==> src/velocity_pid_feedforward_top_defines.svh <==
// Assertion macros shared by the velocity PID feedforward block.
// No dependencies; included by the files that carry assertions.
`ifndef VELOCITY_PID_FEEDFORWARD_TOP_DEFINES_SVH
`define VELOCITY_PID_FEEDFORWARD_TOP_DEFINES_SVH

// Check a property on a given clock, disabled while reset is low.
`define VPF_ASSERT_CLK(lbl, clk, rstn, prop, msg) \
  lbl: assert property (@(posedge clk) disable iff (!rstn) (prop)) else $error(msg);

// Check a property on the block clock and reset.
`define VPF_ASSERT(lbl, prop, msg) \
  `VPF_ASSERT_CLK(lbl, clk_i, rst_ni, prop, msg)

`endif

==> src/vpf_pkg.sv <==
// Types and constants of the velocity PID feedforward block.
// No dependencies; used by every module of the block.
package vpf_pkg;

  localparam int GAIN_W     = 16;
  localparam int CAP_W      = 24;
  localparam int CFG_DATA_W = 24;
  localparam int CFG_IDX_W  = 3;
  localparam int SPEED_W    = 16;
  localparam int ERR_W      = 17;
  localparam int ACC_W      = 26;
  localparam int DRIVE_W    = 8;
  localparam int FRAC_W     = 8;

  typedef enum logic [CFG_IDX_W-1:0] {
    REG_PROP_GAIN  = 3'd0,
    REG_INTEG_GAIN = 3'd1,
    REG_DERIV_GAIN = 3'd2,
    REG_FF_GAIN    = 3'd3,
    REG_INTEG_CAP  = 3'd4
  } vpf_reg_e;

  typedef struct packed {
    logic [GAIN_W-1:0] prop_gain;
    logic [GAIN_W-1:0] integ_gain;
    logic [GAIN_W-1:0] deriv_gain;
    logic [GAIN_W-1:0] ff_gain;
    logic [CAP_W-1:0]  integ_cap;
  } vpf_cfg_t;

  typedef struct packed {
    logic [ACC_W-1:0]   integral_acc;
    logic [ERR_W-1:0]   prev_error;
    logic [SPEED_W-1:0] prev_setpoint;
  } vpf_side_state_t;

endpackage

==> src/velocity_pid_feedforward_top.sv <==
// Two-side velocity PID controller with feedforward: one request in, one drive value out,
// a new request every clock unless out_ready_i stalls the result; an accepted request
// waits in the input register until its result is loaded into the result register. These
// two registers bound a single arithmetic pass; the per-side integral, last error and
// last setpoint are updated at the same edge that loads the result, so back-to-back
// requests on one side see each other's state. State and gains are cleared at reset.
// Depends on vpf_pkg, vpf_cfg_regs, vpf_side_state, vpf_calc and the defines header.
module velocity_pid_feedforward_top #(
  parameter int DRIVE_LIMIT = 127
) (
  input  logic                                clk_i,
  input  logic                                rst_ni,
  input  logic                                cfg_we_i,
  input  logic [vpf_pkg::CFG_IDX_W-1:0]       cfg_idx_i,
  input  logic [vpf_pkg::CFG_DATA_W-1:0]      cfg_data_i,
  input  logic                                in_valid_i,
  output logic                                in_ready_o,
  input  logic                                side_i,
  input  logic signed [vpf_pkg::SPEED_W-1:0]  setpoint_i,
  input  logic signed [vpf_pkg::SPEED_W-1:0]  measured_i,
  input  logic signed [vpf_pkg::SPEED_W-1:0]  profile_velocity_i,
  input  logic                                cruising_i,
  output logic                                out_valid_o,
  input  logic                                out_ready_i,
  output logic                                out_side_o,
  output logic signed [vpf_pkg::DRIVE_W-1:0]  drive_o
);
  import vpf_pkg::*;
  `include "velocity_pid_feedforward_top_defines.svh"

  vpf_cfg_t               cfg;
  vpf_side_state_t        rd_state;
  vpf_side_state_t        wr_state;
  logic [DRIVE_W-1:0]     drive_nxt;
  logic signed [37:0]     whole_sat;
  logic                   advance;

  logic                   in_valid_q;
  logic                   in_side_q;
  logic [SPEED_W-1:0]     in_sp_q;
  logic [SPEED_W-1:0]     in_meas_q;
  logic [SPEED_W-1:0]     in_pv_q;
  logic                   in_cruise_q;

  logic                   out_valid_q;
  logic                   out_side_q;
  logic [DRIVE_W-1:0]     drive_q;

  assign advance    = in_valid_q && (!out_valid_q || out_ready_i);
  assign in_ready_o = !in_valid_q || advance;

  vpf_cfg_regs u_cfg (
    .clk_i      (clk_i),
    .rst_ni     (rst_ni),
    .cfg_we_i   (cfg_we_i),
    .cfg_idx_i  (cfg_idx_i),
    .cfg_data_i (cfg_data_i),
    .cfg_o      (cfg)
  );

  vpf_side_state u_state (
    .clk_i      (clk_i),
    .rst_ni     (rst_ni),
    .rd_side_i  (in_side_q),
    .rd_state_o (rd_state),
    .wr_en_i    (advance),
    .wr_side_i  (in_side_q),
    .wr_state_i (wr_state)
  );

  vpf_calc #(
    .DRIVE_LIMIT (DRIVE_LIMIT)
  ) u_calc (
    .cfg_i              (cfg),
    .state_i            (rd_state),
    .setpoint_i         (in_sp_q),
    .measured_i         (in_meas_q),
    .profile_velocity_i (in_pv_q),
    .cruising_i         (in_cruise_q),
    .state_o            (wr_state),
    .drive_o            (drive_nxt),
    .whole_o            (whole_sat)
  );

  always_ff @(posedge clk_i or negedge rst_ni) begin
    if (!rst_ni) begin
      in_valid_q <= 1'b0;
    end else if (in_ready_o) begin
      in_valid_q <= in_valid_i;
    end
  end

  always_ff @(posedge clk_i) begin
    if (in_valid_i && in_ready_o) begin
      in_side_q   <= side_i;
      in_sp_q     <= setpoint_i;
      in_meas_q   <= measured_i;
      in_pv_q     <= profile_velocity_i;
      in_cruise_q <= cruising_i;
    end
  end

  always_ff @(posedge clk_i or negedge rst_ni) begin
    if (!rst_ni) begin
      out_valid_q <= 1'b0;
    end else if (advance) begin
      out_valid_q <= 1'b1;
    end else if (out_ready_i) begin
      out_valid_q <= 1'b0;
    end
  end

  always_ff @(posedge clk_i) begin
    if (advance) begin
      out_side_q <= in_side_q;
      drive_q    <= drive_nxt;
    end
  end

  assign out_valid_o = out_valid_q;
  assign out_side_o  = out_side_q;
  assign drive_o     = drive_q;

  `VPF_ASSERT(a_drive_in_limit, advance |-> (whole_sat <= 38'(DRIVE_LIMIT) && whole_sat >= -38'(DRIVE_LIMIT)), "drive outside limit")
  `VPF_ASSERT(a_coast_clears_integ, advance && !in_cruise_q |-> wr_state.integral_acc == '0, "integral kept outside cruise")
  `VPF_ASSERT(a_integ_in_cap, advance |-> ($signed(wr_state.integral_acc) <= $signed({2'b00, cfg.integ_cap}) && $signed(wr_state.integral_acc) >= -$signed({2'b00, cfg.integ_cap})), "integral beyond cap")
  `VPF_ASSERT(a_stalled_item_held, in_valid_q && !advance |=> in_valid_q, "stalled request dropped")

endmodule

==> src/vpf_cfg_regs.sv <==
// Gain and integral cap registers of the velocity PID feedforward block.
// Depends on vpf_pkg.
module vpf_cfg_regs (
  input  logic                                clk_i,
  input  logic                                rst_ni,
  input  logic                                cfg_we_i,
  input  logic [vpf_pkg::CFG_IDX_W-1:0]       cfg_idx_i,
  input  logic [vpf_pkg::CFG_DATA_W-1:0]      cfg_data_i,
  output vpf_pkg::vpf_cfg_t                   cfg_o
);
  import vpf_pkg::*;

  vpf_cfg_t cfg_q;
  vpf_cfg_t cfg_d;

  always_comb begin
    cfg_d = cfg_q;
    if (cfg_we_i) begin
      unique case (vpf_reg_e'(cfg_idx_i))
        REG_PROP_GAIN:  cfg_d.prop_gain  = cfg_data_i[GAIN_W-1:0];
        REG_INTEG_GAIN: cfg_d.integ_gain = cfg_data_i[GAIN_W-1:0];
        REG_DERIV_GAIN: cfg_d.deriv_gain = cfg_data_i[GAIN_W-1:0];
        REG_FF_GAIN:    cfg_d.ff_gain    = cfg_data_i[GAIN_W-1:0];
        REG_INTEG_CAP:  cfg_d.integ_cap  = cfg_data_i[CAP_W-1:0];
        default:        cfg_d = cfg_q;
      endcase
    end
  end

  always_ff @(posedge clk_i or negedge rst_ni) begin
    if (!rst_ni) begin
      cfg_q <= '0;
    end else begin
      cfg_q <= cfg_d;
    end
  end

  assign cfg_o = cfg_q;

endmodule

==> src/vpf_side_state.sv <==
// Per-side controller state: integral, last error and last setpoint.
// Depends on vpf_pkg.
module vpf_side_state (
  input  logic                    clk_i,
  input  logic                    rst_ni,
  input  logic                    rd_side_i,
  output vpf_pkg::vpf_side_state_t rd_state_o,
  input  logic                    wr_en_i,
  input  logic                    wr_side_i,
  input  vpf_pkg::vpf_side_state_t wr_state_i
);
  import vpf_pkg::*;

  vpf_side_state_t state_q [2];

  always_ff @(posedge clk_i or negedge rst_ni) begin
    if (!rst_ni) begin
      state_q[0] <= '0;
      state_q[1] <= '0;
    end else if (wr_en_i) begin
      state_q[wr_side_i] <= wr_state_i;
    end
  end

  assign rd_state_o = state_q[rd_side_i];

endmodule

==> src/vpf_calc.sv <==
// Single-pass PID plus feedforward arithmetic for one request.
// Depends on vpf_pkg.
module vpf_calc #(
  parameter int DRIVE_LIMIT = 127
) (
  input  vpf_pkg::vpf_cfg_t                cfg_i,
  input  vpf_pkg::vpf_side_state_t         state_i,
  input  logic [vpf_pkg::SPEED_W-1:0]      setpoint_i,
  input  logic [vpf_pkg::SPEED_W-1:0]      measured_i,
  input  logic [vpf_pkg::SPEED_W-1:0]      profile_velocity_i,
  input  logic                             cruising_i,
  output vpf_pkg::vpf_side_state_t         state_o,
  output logic [vpf_pkg::DRIVE_W-1:0]      drive_o,
  output logic signed [37:0]               whole_o
);
  import vpf_pkg::*;

  localparam int PROD_W = 2 * ERR_W;
  localparam int I_W    = PROD_W + 1;
  localparam int DIFF_W = ERR_W + 1;
  localparam int D_W    = GAIN_W + 1 + DIFF_W;
  localparam int FF_W   = GAIN_W + 1 + SPEED_W;
  localparam int SUM_W  = 38;
  localparam logic signed [SUM_W-1:0] LIMIT   = SUM_W'(DRIVE_LIMIT);
  localparam logic signed [SUM_W-1:0] ROUNDUP = SUM_W'((1 << FRAC_W) - 1);

  logic signed [ERR_W-1:0]  err;
  logic signed [ERR_W-1:0]  prev_err;
  logic signed [ACC_W-1:0]  acc;
  logic                     new_sp;
  logic                     sign_flip;
  logic signed [PROD_W-1:0] p_prod;
  logic signed [PROD_W-1:0] i_prod;
  logic signed [I_W-1:0]    i_raw;
  logic signed [I_W-1:0]    cap;
  logic signed [I_W-1:0]    i_clamp;
  logic signed [DIFF_W-1:0] diff;
  logic signed [D_W-1:0]    d_prod;
  logic signed [FF_W-1:0]   ff_prod;
  logic signed [SUM_W-1:0]  p_term;
  logic signed [SUM_W-1:0]  i_term;
  logic signed [SUM_W-1:0]  d_term;
  logic signed [SUM_W-1:0]  sum;
  logic signed [SUM_W-1:0]  whole;
  logic signed [SUM_W-1:0]  sat;

  assign err = ERR_W'($signed(setpoint_i)) - ERR_W'($signed(measured_i));
  assign new_sp = (setpoint_i != state_i.prev_setpoint);
  assign prev_err = new_sp ? '0 : $signed(state_i.prev_error);
  assign sign_flip = ((err > 0) && (prev_err < 0)) || ((err < 0) && (prev_err > 0));
  assign acc = (new_sp || sign_flip) ? '0 : $signed(state_i.integral_acc);

  assign p_prod  = $signed({1'b0, cfg_i.prop_gain}) * err;
  assign i_prod  = $signed({1'b0, cfg_i.integ_gain}) * err;
  assign diff    = DIFF_W'(err) - DIFF_W'(prev_err);
  assign d_prod  = $signed({1'b0, cfg_i.deriv_gain}) * diff;
  assign ff_prod = $signed({1'b0, cfg_i.ff_gain}) * $signed(profile_velocity_i);

  assign i_raw = I_W'(acc) + I_W'(i_prod);
  assign cap   = $signed({{(I_W - CAP_W){1'b0}}, cfg_i.integ_cap});

  always_comb begin
    if (i_raw > cap) begin
      i_clamp = cap;
    end else if (i_raw < -cap) begin
      i_clamp = -cap;
    end else begin
      i_clamp = i_raw;
    end
  end

  always_comb begin
    p_term = '0;
    i_term = '0;
    d_term = '0;
    if (cruising_i) begin
      p_term = (p_prod < 0) ? '0 : SUM_W'(p_prod);
      i_term = SUM_W'(i_clamp);
      d_term = SUM_W'(d_prod);
    end
  end

  assign sum   = p_term + i_term + d_term + SUM_W'(ff_prod);
  assign whole = (sum < 0) ? ((sum + ROUNDUP) >>> FRAC_W) : (sum >>> FRAC_W);

  always_comb begin
    if (whole > LIMIT) begin
      sat = LIMIT;
    end else if (whole < -LIMIT) begin
      sat = -LIMIT;
    end else begin
      sat = whole;
    end
  end

  assign state_o.integral_acc  = i_term[ACC_W-1:0];
  assign state_o.prev_error    = err;
  assign state_o.prev_setpoint = setpoint_i;
  assign drive_o = sat[DRIVE_W-1:0];
  assign whole_o = sat;

endmodule

==> config.mk <==
export PLATFORM = sky130hd
export DESIGN_NAME = velocity_pid_feedforward_top
export DESIGN_NICKNAME = d
export VERILOG_FILES = /design/src/vpf_pkg.sv /design/src/velocity_pid_feedforward_top.sv /design/src/vpf_cfg_regs.sv /design/src/vpf_side_state.sv /design/src/vpf_calc.sv
export VERILOG_INCLUDE_DIRS = /design/src /design/src/src
export SDC_FILE = /design/constraint.sdc
export NUM_CORES = 2
export LEC_CHECK = 0
export BUFFER_PORTS_ARGS = -buffer_cell sky130_fd_sc_hd__buf_2
export CORE_MARGIN = 2
export CORE_UTILIZATION = 43
export CTS_CLUSTER_DIAMETER = 40
export DETAILED_ROUTE_END_ITERATION = 8
export PLACE_DENSITY = 0.6
export SLEW_MARGIN = 20
export SYNTH_ARGS = -nofsm -noshare
export SYNTH_HDL_FRONTEND = slang
export SYNTH_HIERARCHICAL = 1
export SYNTH_SLANG_ARGS = --single-unit
==> constraint.sdc <==
create_clock -name clk_i -period 17.88 [get_ports clk_i]
set_input_delay 2.682 -clock clk_i [delete_from_list [all_inputs] [get_ports clk_i]]
set_output_delay 2.682 -clock clk_i [all_outputs]
set_load 0.05 [all_outputs]
==> out/metrics.yaml <==
outcome:
  status: "complete, but fails checks"
  violations: "negative setup slack"
drt:
  drt_iter0_markers: 2725
  firstDrtPassIters: 6
  vias: 45754
  final_antenna_net_count: 0
  wl_per_cell_um: 19.9
  vias_per_cell: 5.25
  wirelength_um: 173000
  drc: 0
sta:
  fin_worst_skew_ps: 47.6
  finalCritPeriodShare: 1.04
  fin_setup_tns_ps: -5050
  finalSetupViolations: 8
  fin_ws_ps: -681
  min_period_ps: 18560
  slew_headroom: 0.305
  drv_slew: 0
  clock.fmax_mhz: 53.9
  hold_slack_ps: 493
  rsz0062_at_grt: "true"
  hold_viol: 0
  tightest_slew_ps: 1040
cts:
  holdBufCountCts: 0
  clockBufferDepth: 3
  cts_num_sinks: 267
  clockRootBuffer: "clkbuf_16"
  clock_latency_ps: 670
  cts_htree_levels: 3
  cts_tree: "yes"
  cts_buffers: 66
  clkTransAtPathRegs_ps: 50
finish:
  final_core_util: 0.503
  multiInputGateArea_um2: 47700
  nets: 8597
  fin_cells: 8709
  final_cell_mix: "inv_1, fa_1, nand2_1"
  area_growth_pct: 16.2
  layout_commonest_cell: "inv_1"
  fill_cells: 12724
  drive_gt1_frac: 0.189
  seq_area_um2: 6980
floorplan:
  rows: 136
  initial_core_util: 0.433
  core_um2: 137000
  die_w_um: 376
  dieHeight_um: 376
  io_pins: 93
  dieArea_um2: 142000
yosys:
  avgSynthCellArea_um2: 9.33
  synthCells: 6388
  syn_area_um2: 59600
  ys_warn_count: 6
  synth.net_count: 8127
placed_design:
  place_congestion: 0.927
  place_inst: 8545
  hpwl_um: 140000
  io_buffers: 92
worst_setup_path:
  path_max_fanout: 9
  critical_path_required_ps: 18290
  worstPathArrival_ps: 18970
  cpMaxStageDelayCell: "fa_2"
  worst-setup-path-type: "register to register"
  cp.buffers_inverters: 15
  crit_family: "adder cells"
  cp-end-kind: "register"
  worstSetupStartpointType: "register"
  crit_path_max_incr_delay_ps: 570
job:
  maxCapViolations: 0
grt:
  gr-total-overflow: 0
  grt_use_total: 0.249
  antenna_found_initial: 7
  grt_max_degree: 90
  grt_pass1_vias: 47543
  grt_pass1_wl_um: 273000
min_path:
  min_path_type: "register to register"
## state kept, by name, indices dropped and copies added (netlist names)
register / flops
in_valid_q: 1
u_cfg/cfg_o: 88
in_side_q: 1
in_sp_q: 16
in_cruise_q: 1
out_valid_o: 1
out_side_o: 1
in_meas_q: 16
drive_o: 8
u_state/state_q: 118
in_pv_q: 16
## worst paths after layout
| kind | from | to | slack (ps) | depth (start not counted) |
|---|---|---|---|---|
| worst max-delay path | in_meas_q[0] | drive_o[0] | -680 | 75 |
| worst min-delay path | u_state/state_q[57] | u_state/state_q[57] | 490 | 1 |
| worst max register to register | in_meas_q[0] | drive_o[0] | -680 | 75 |
| worst min register to register | u_state/state_q[57] | u_state/state_q[57] | 490 | 1 |
| max in group asynchronous | rst_ni | in_valid_q | 13510 | 3 |
| min in group asynchronous | rst_ni | u_state/state_q[25] | 2090 | 1 |
## timing repair
action	4_1_cts	5_1_grt
buffers inserted	29	13
pin swaps	108	69
setup endpoints to repair	8	8
gates resized for setup	137	60
## cell type report
| cell class | count | share of cell area |
|---|---|---|
| inverters | 1316 | 0.0714 |
| multi-input cells | 4537 | 0.689 |
| clock buffers | 84 | 0.0263 |
| clock inverters | 37 | 0.00822 |
| repair buffers | 670 | 0.0722 |
| diodes | 4 | 0.000145 |
| flip-flops and latches | 267 | 0.101 |
| well taps | 1794 | 0.0324 |
## layer usage
metal	routed length, um	GRT usage	part of all wire
met1	77100	0.346	0.44
met2	80000	0.397	0.46
met3	10500	0.0435	0.061
met4	5710	0.0792	0.033
met5	0	0	0
## per-stage QoR
stage / instance area [um2] / setup WS (ps)
after detailed placement: 65500 / -1430
after global routing: 69200 / -1330
after floorplan: 59800 / 6.80
after global placement: 65500 / -1220
final: 69200 / -681
after CTS: 68800 / -578
Power is left out: the tool's default activity adds up to more than one toggle a clock period on the data nets, which glitch-free logic cannot reach.
